### config.mk
export PLATFORM = sky130hd
export DESIGN_NAME = nnst_dist
export DESIGN_NICKNAME = d
export VERILOG_FILES = /design/src/nnst_pkg.sv /design/src/nnst_dist.sv
export SDC_FILE = /design/constraint.sdc
export NUM_CORES = 1
export LEC_CHECK = 0
export BUFFER_PORTS_ARGS = -buffer_cell sky130_fd_sc_hd__buf_4
export CAP_MARGIN = 25
export CELL_PAD_IN_SITES_DETAIL_PLACEMENT = 1
export CELL_PAD_IN_SITES_GLOBAL_PLACEMENT = 1
export CORE_ASPECT_RATIO = 0.5
export CORE_MARGIN = 10
export CORE_UTILIZATION = 50
export DETAILED_ROUTE_END_ITERATION = 8
export PLACE_DENSITY_LB_ADDON = 0.1
export SKIP_LAST_GASP = 1
export SYNTH_ARGS = -nofsm -noshare
export SYNTH_HDL_FRONTEND = slang
export SYNTH_SLANG_ARGS = --single-unit
### constraint.sdc
create_clock -name clk -period 8.15 [get_ports clk]
set_input_delay 1.2225 -clock clk [delete_from_list [all_inputs] [get_ports clk]]
set_output_delay 1.2225 -clock clk [all_outputs]
set_load 0.05 [all_outputs]
### src/nnst_pkg.sv
`timescale 1ns / 1ps
// ----------------------------------------------------------------------------
// nnst_pkg
// Shared types, codes and default sizes for the nearest node search table.
// ----------------------------------------------------------------------------
package nnst_pkg;

    typedef logic [1:0] opcode_t;
    typedef logic [1:0] status_t;

    localparam opcode_t OP_CLEAR  = 2'd0;
    localparam opcode_t OP_INSERT = 2'd1;
    localparam opcode_t OP_QUERY  = 2'd2;
    localparam opcode_t OP_NOP    = 2'd3;

    localparam status_t STAT_OK    = 2'd0;
    localparam status_t STAT_FULL  = 2'd1;
    localparam status_t STAT_EMPTY = 2'd2;

    // Fixed widths of the result fields
    localparam int INDEX_OUT_W = 8;
    localparam int DIST_OUT_W  = 33;
    localparam int COUNT_OUT_W = 9;

    // Defaults
    localparam int MAX_NODES_DEF  = 256;
    localparam int COORD_BITS_DEF = 16;
    localparam int IDX_W_DEF      = 8;
    localparam int DIST_W_DEF     = 33;

endpackage

### src/nnst_dist.sv
`timescale 1ns / 1ps
// ----------------------------------------------------------------------------
// nnst_dist
// Three-stage squared Euclidean distance unit: |dx|,|dy| -> squares -> sum.
// The index rides along with the data; sum saturates to all ones on overflow.
// ----------------------------------------------------------------------------
module nnst_dist #(
    parameter int COORD_BITS = nnst_pkg::COORD_BITS_DEF,
    parameter int IDX_W      = nnst_pkg::IDX_W_DEF,
    parameter int DIST_W     = nnst_pkg::DIST_W_DEF
) (
    input  logic                         clk,
    input  logic                         rst_n,
    input  logic                         valid,
    input  logic [IDX_W-1:0]             idx,
    input  logic signed [COORD_BITS-1:0] node_x,
    input  logic signed [COORD_BITS-1:0] node_y,
    input  logic signed [COORD_BITS-1:0] point_x,
    input  logic signed [COORD_BITS-1:0] point_y,
    output logic                         dist_valid,
    output logic [DIST_W-1:0]            sq_dist,
    output logic [IDX_W-1:0]             dist_idx
);

    localparam int SQ_W  = 2 * COORD_BITS;
    localparam int SUM_W = SQ_W + 1;

    logic signed [COORD_BITS:0] dx;
    logic signed [COORD_BITS:0] dy;
    logic [COORD_BITS:0]        dx_neg;
    logic [COORD_BITS:0]        dy_neg;
    logic [COORD_BITS-1:0]      mag_x_next;
    logic [COORD_BITS-1:0]      mag_y_next;
    logic [SQ_W-1:0]            sq_x_next;
    logic [SQ_W-1:0]            sq_y_next;
    logic [SUM_W-1:0]           sum;
    logic                       sum_ovf;
    logic [DIST_W-1:0]          dist_next;

    logic                  a_valid_reg;
    logic                  b_valid_reg;
    logic                  c_valid_reg;
    logic [IDX_W-1:0]      a_idx_reg;
    logic [IDX_W-1:0]      b_idx_reg;
    logic [IDX_W-1:0]      c_idx_reg;
    logic [COORD_BITS-1:0] mag_x_reg;
    logic [COORD_BITS-1:0] mag_y_reg;
    logic [SQ_W-1:0]       sq_x_reg;
    logic [SQ_W-1:0]       sq_y_reg;
    logic [DIST_W-1:0]     dist_reg;

    // |a - b| of two signed values fits in COORD_BITS unsigned bits
    always_comb
    begin
        dx         = {node_x[COORD_BITS-1], node_x} - {point_x[COORD_BITS-1], point_x};
        dy         = {node_y[COORD_BITS-1], node_y} - {point_y[COORD_BITS-1], point_y};
        dx_neg     = -dx;
        dy_neg     = -dy;
        mag_x_next = dx[COORD_BITS] ? dx_neg[COORD_BITS-1:0] : dx[COORD_BITS-1:0];
        mag_y_next = dy[COORD_BITS] ? dy_neg[COORD_BITS-1:0] : dy[COORD_BITS-1:0];
    end

    assign sq_x_next = SQ_W'(mag_x_reg) * SQ_W'(mag_x_reg);
    assign sq_y_next = SQ_W'(mag_y_reg) * SQ_W'(mag_y_reg);

    always_comb
    begin
        sum       = {1'b0, sq_x_reg} + {1'b0, sq_y_reg};
        sum_ovf   = (SUM_W > DIST_W) && sum[SUM_W-1];
        dist_next = sum_ovf ? {DIST_W{1'b1}} : DIST_W'(sum);
    end

    always_ff @(posedge clk or negedge rst_n)
    begin
        if (!rst_n)
        begin
            a_valid_reg <= 1'b0;
            b_valid_reg <= 1'b0;
            c_valid_reg <= 1'b0;
        end
        else
        begin
            a_valid_reg <= valid;
            b_valid_reg <= a_valid_reg;
            c_valid_reg <= b_valid_reg;
        end
    end

    always_ff @(posedge clk)
    begin
        a_idx_reg <= idx;
        mag_x_reg <= mag_x_next;
        mag_y_reg <= mag_y_next;
        b_idx_reg <= a_idx_reg;
        sq_x_reg  <= sq_x_next;
        sq_y_reg  <= sq_y_next;
        c_idx_reg <= b_idx_reg;
        dist_reg  <= dist_next;
    end

    assign dist_valid = c_valid_reg;
    assign sq_dist    = dist_reg;
    assign dist_idx   = c_idx_reg;

endmodule

# Yosys cells after proc, flatten, opt, wreduce, memory -nomap -nowiden

Index checks and enable logic that the tools add are counted.

Bits in registers: 156
Bits in latches: 0
RAM bits: 0
ROM bits: 0
Input port bits: 75
Logic and storage cells: 20
Memories: 0

$add $sub $neg: 5
Multipliers: 2
Div/mod/pow operators: 0
Magnitude comparators: 0
Eq/ne operators: 0
Shift-type cells: 0
Multiplexer cells: 2
Bitwise gates (word level): 0
Reduce and logical (&&, ||, !) cells: 0

Operators by type and width:

| cell                                           | count |
|---|---|
| 16-bit by 16-bit multiplier with 32-bit output | 2 |
| 16-bit by 16-bit subtractor with 17-bit output | 2 |
| 32-bit by 32-bit adder with 33-bit output      | 1 |
| 16-bit 2-to-1 mux                              | 2 |
| 16-bit negation                                | 2 |

# Logic depth before layout (Yosys ltp)

Depth after elaboration: 3
Depth in mapped cells: 26

# Worst setup path before layout

Ideal clock, no wire load.

Path kind: reg2reg
Start: register mag_x_reg[1]
End: register sq_x_reg[31]
Setup time: 0.115 ns
Arrival: 6.148 ns
Slack: 1.887 ns
Stages on the path, launching flop included: 23
Buffers on the path: 2
Clock period less this slack: 6.263 ns
Cells stage by stage: dfxtp_1 clkbuf_1 clkbuf_1 nand2_1 fa_1 inv_1 fa_1 inv_1 fa_1 fa_1 fa_1 fa_1 inv_1 ha_1 a21oi_1 nor2_1 o21ai_0 o221a_2 o31ai_2 a21oi_1 o31ai_1 or4b_1 and3_1

Word-level cells in the longest chain between the ends: 1

Ends and longest elaborated chain:

| item                                           | RTL line        | RTL |
|---|---|---|
| start, declared                                | nnst_dist.sv:46 | `logic [COORD_BITS-1:0] mag_x_reg;` |
| start signal, assigned                         | nnst_dist.sv:92 | `mag_x_reg <= mag_x_next;` |
| 16-bit by 16-bit multiplier with 32-bit output | nnst_dist.sv:63 | `assign sq_x_next = SQ_W'(mag_x_reg) * SQ_W'(mag_x_reg);` |
| net sq_x_next[31]                              | nnst_dist.sv:34 | `logic [SQ_W-1:0] sq_x_next;` |
| end signal, assigned                           | nnst_dist.sv:95 | `sq_x_reg <= sq_x_next;` |
| end, declared                                  | nnst_dist.sv:48 | `logic [SQ_W-1:0] sq_x_reg;` |

The timed path passes the listed nets, and every way through them passes these cells.

# Worst setup path after layout

Start: register mag_x_reg[2]
End: register sq_x_reg[31]

Same word-level chain as after synthesis.

==> results.toml <==
[outcome]
status = "finished clean"

[clock_network]
cts-resized-gates = 0
cts_sinks = 154
post_cts_buffers = 0
path_clk_slew_ns = 0.07
hold_buffers = 0
clock_path_buffers = 2
clock_latency_ns = 0.46
root_buffer = "clkbuf_16"
cts_tree = "built"
htreeDepth = 4
cts_made_buffers = 17

[routing]
first_iter_violations = 509
vias = 15300
firstDrtPassIters = 4
wl_per_cell_um = 17.1
ant_nets = 0
drc = 0
wl_mm = 51.3
drt-vias-per-instance = 5.08

[sta]
finalSetupViolations = 0
finClkSkew_ns = 0.0153
fin_crit_sh_pct = 86.1
slew_headroom_pct = 44.9
finalMaxSlewViolations = 0
hold_viol_final = 0
fin_crit_ns = 7.02
rsz0062_at_grt = "no"
fmax_mhz = 142
fin_ws_ns = 1.13
tns_ns = 0
worstMarginPinSlew_ns = 0.826

[layout]
final_common_cell = "inv_1"
layout_common_cells = "563 x inv_1, 326 x fa_1, 265 x ha_1, 194 x nand2_1, 151 x dfxtp_1"
fillers = 4904
post-route-util_pct = 55.4
largest_reg_flops = 33
syn_to_final_growth_pct = 9.69
final_cell_count_no_fill = 3004
nets = 3080
drive_above_1_share_pct = 7.66
num_antenna_cells = 0

[setup_path]
slowest_delay_ns = 0.74
r2r-start = "mag_x_reg[2]"
timing.rr.end = "sq_x_reg[31]"
worstPathRequired_ns = 8.50
cpMostUsedCell = "fa_1"
crit_fanout = 17
cpMaxStageDelayCell = "dfxtp_1"
reg2reg_slack_ns = 1.13
end_kind = "flop"
crit_chain = "nand2_1 -> fa_1 -> inv_1 -> fa_1 -> inv_1 -> fa_1 -> fa_1 -> fa_1 -> fa_1 -> inv_1 -> ha_1 -> a21oi_1 -> nor2_1 -> o21ai_0 -> o221a_2 -> o31ai_2 -> a21oi_1 -> o31ai_1 -> or4b_1 -> and3_1"
rr_worst_depth = 20
path_class = "flop to flop"
cp-start-kind = "flop"
cp_data_arrival_time_ns = 7.37

[global_routing]
grt_max_degree = 21
antenna_found_initial = 0
track_usage_pct = 20.6
overflow = 0
grt_pass1_vias = 17200
grt_pass1_wl_mm = 86.6

[hold_path]
hold_class = "flop to flop"
hold_depth = 0
min_from = "a_idx_reg[0]"
hold_end = "b_idx_reg[0]"

[floorplan]
rows = 53
die-area_sq_mm = 0.0514
die_y_um = 165
start_util_pct = 50.5
die_width_um = 311
core_sq_mm = 0.0419
ios = 117

[place]
numPortBuffers = 116
dpl.cell_count = 2972
pre_cts_slack_ns = 1.22
place_congestion = 0.832
dpl.hpwl_mm = 42.5

[synth]
ys_seq_area_share_pct = 14.6
synth_area_sq_mm = 0.0212
ys_ff_latch = 154
synth_edf_count = 0
synth_cells = 2326
avgSynthCellArea_sq_um = 9.10
yosys_warnings = 0
synth_fp_nets = 2992
synth_cell_types = 82
async_reset_ff_share_pct = 1.95
ys.flop_type = "dfxtp_1"

[run]
max_cap_viol_count = 0
==> area by class of cell <==
cell class,count,area (sq um),area share (%)
tap,577,722,3.11
clock inverter,15,199,0.857
timing repair buffer,119,893,3.85
multi-input combinational,1559,15800,67.9
sequential,154,3100,13.3
inverter,563,2110,9.11
clock buffer,17,425,1.83
==> layer usage <==
| metal | vias up | track usage, % | routed length [um] |
|---|---|---|---|
| met5 | - | 0 | 0 |
| met4 | 0 | 4.53 | 643 |
| met3 | 45 | 3.07 | 1470 |
| met2 | 209 | 36.6 | 25100 |
| met1 | 7603 | 26.6 | 24200 |
| li1 | 7411 | - | - |
==> through the flow <==
step                cell area, sq um  hold WS (ns)
floorplan                      21200         0.310
global placement               22600         0.310
detailed placement             22600         0.313
CTS                            23200         0.330
global route                   23200         0.335
finish                         23200         0.328
==> synthesized netlist by cell type, types with 7 or more instances <==
master	number	area share [%]
inv_1	563	10
fa_1	326	31
ha_1	265	16
nand2_1	194	3.4
dfxtp_1	151	14
nor2_1	111	2.0
xnor2_1	98	4.1
a21oi_1	91	2.2
and2_1	85	2.5
clkbuf_1	47	0.83
a21o_1	41	1.5
xor2_1	37	1.5
o21ai_0	34	0.80
nor2b_1	22	0.65
nand3_1	19	0.45
o21a_1	19	0.67
nor3_1	18	0.43
o21ai_1	16	0.38
o21bai_1	16	0.57
and3_1	14	0.41
nand2b_1	12	0.35
nand4_1	9	0.27
a211oi_1	7	0.25
a31o_2	7	0.29
==> worst max-delay path, delay by kind of cell (launching register included) <==
| family | cells | cell delay, ns |
|---|---|---|
| fa+ha+maj | 7 | 3.52 |
| compound gates | 6 | 1.48 |
| simple gates | 4 | 0.96 |
| flops | 1 | 0.74 |
| buf+inv | 3 | 0.19 |
==> worst max path at each step <==
| stage | from | end | slack, ns | depth (start not counted) |
|---|---|---|---|---|
| 2_1_floorplan | mag_x_reg[1] | sq_x_reg[31] | 1.89 | 22 |
| 3_3_place_gp | mag_x_reg[2] | sq_x_reg[31] | 1.42 | 20 |
| 3_5_place_dp | mag_x_reg[2] | sq_x_reg[31] | 1.22 | 20 |
| 4_1_cts | mag_x_reg[9] | sq_x_reg[31] | 1.17 | 20 |
| 5_1_grt | mag_x_reg[2] | sq_x_reg[31] | 0.82 | 20 |
| 6_report | mag_x_reg[2] | sq_x_reg[31] | 1.13 | 20 |
==> logic make-up after synthesis <==
group	count (synthesis)	synth area share [%]
compound gates	308	10.2
simple gates	517	11.7
flops	154	14.6
xor+xnor	136	5.66
buf+inv	613	10.9
mux	7	0.349
fa+ha+maj	591	46.5
Power is not shown: default switching activity piles up to over one toggle a cycle in this logic, so the estimate is an artifact.
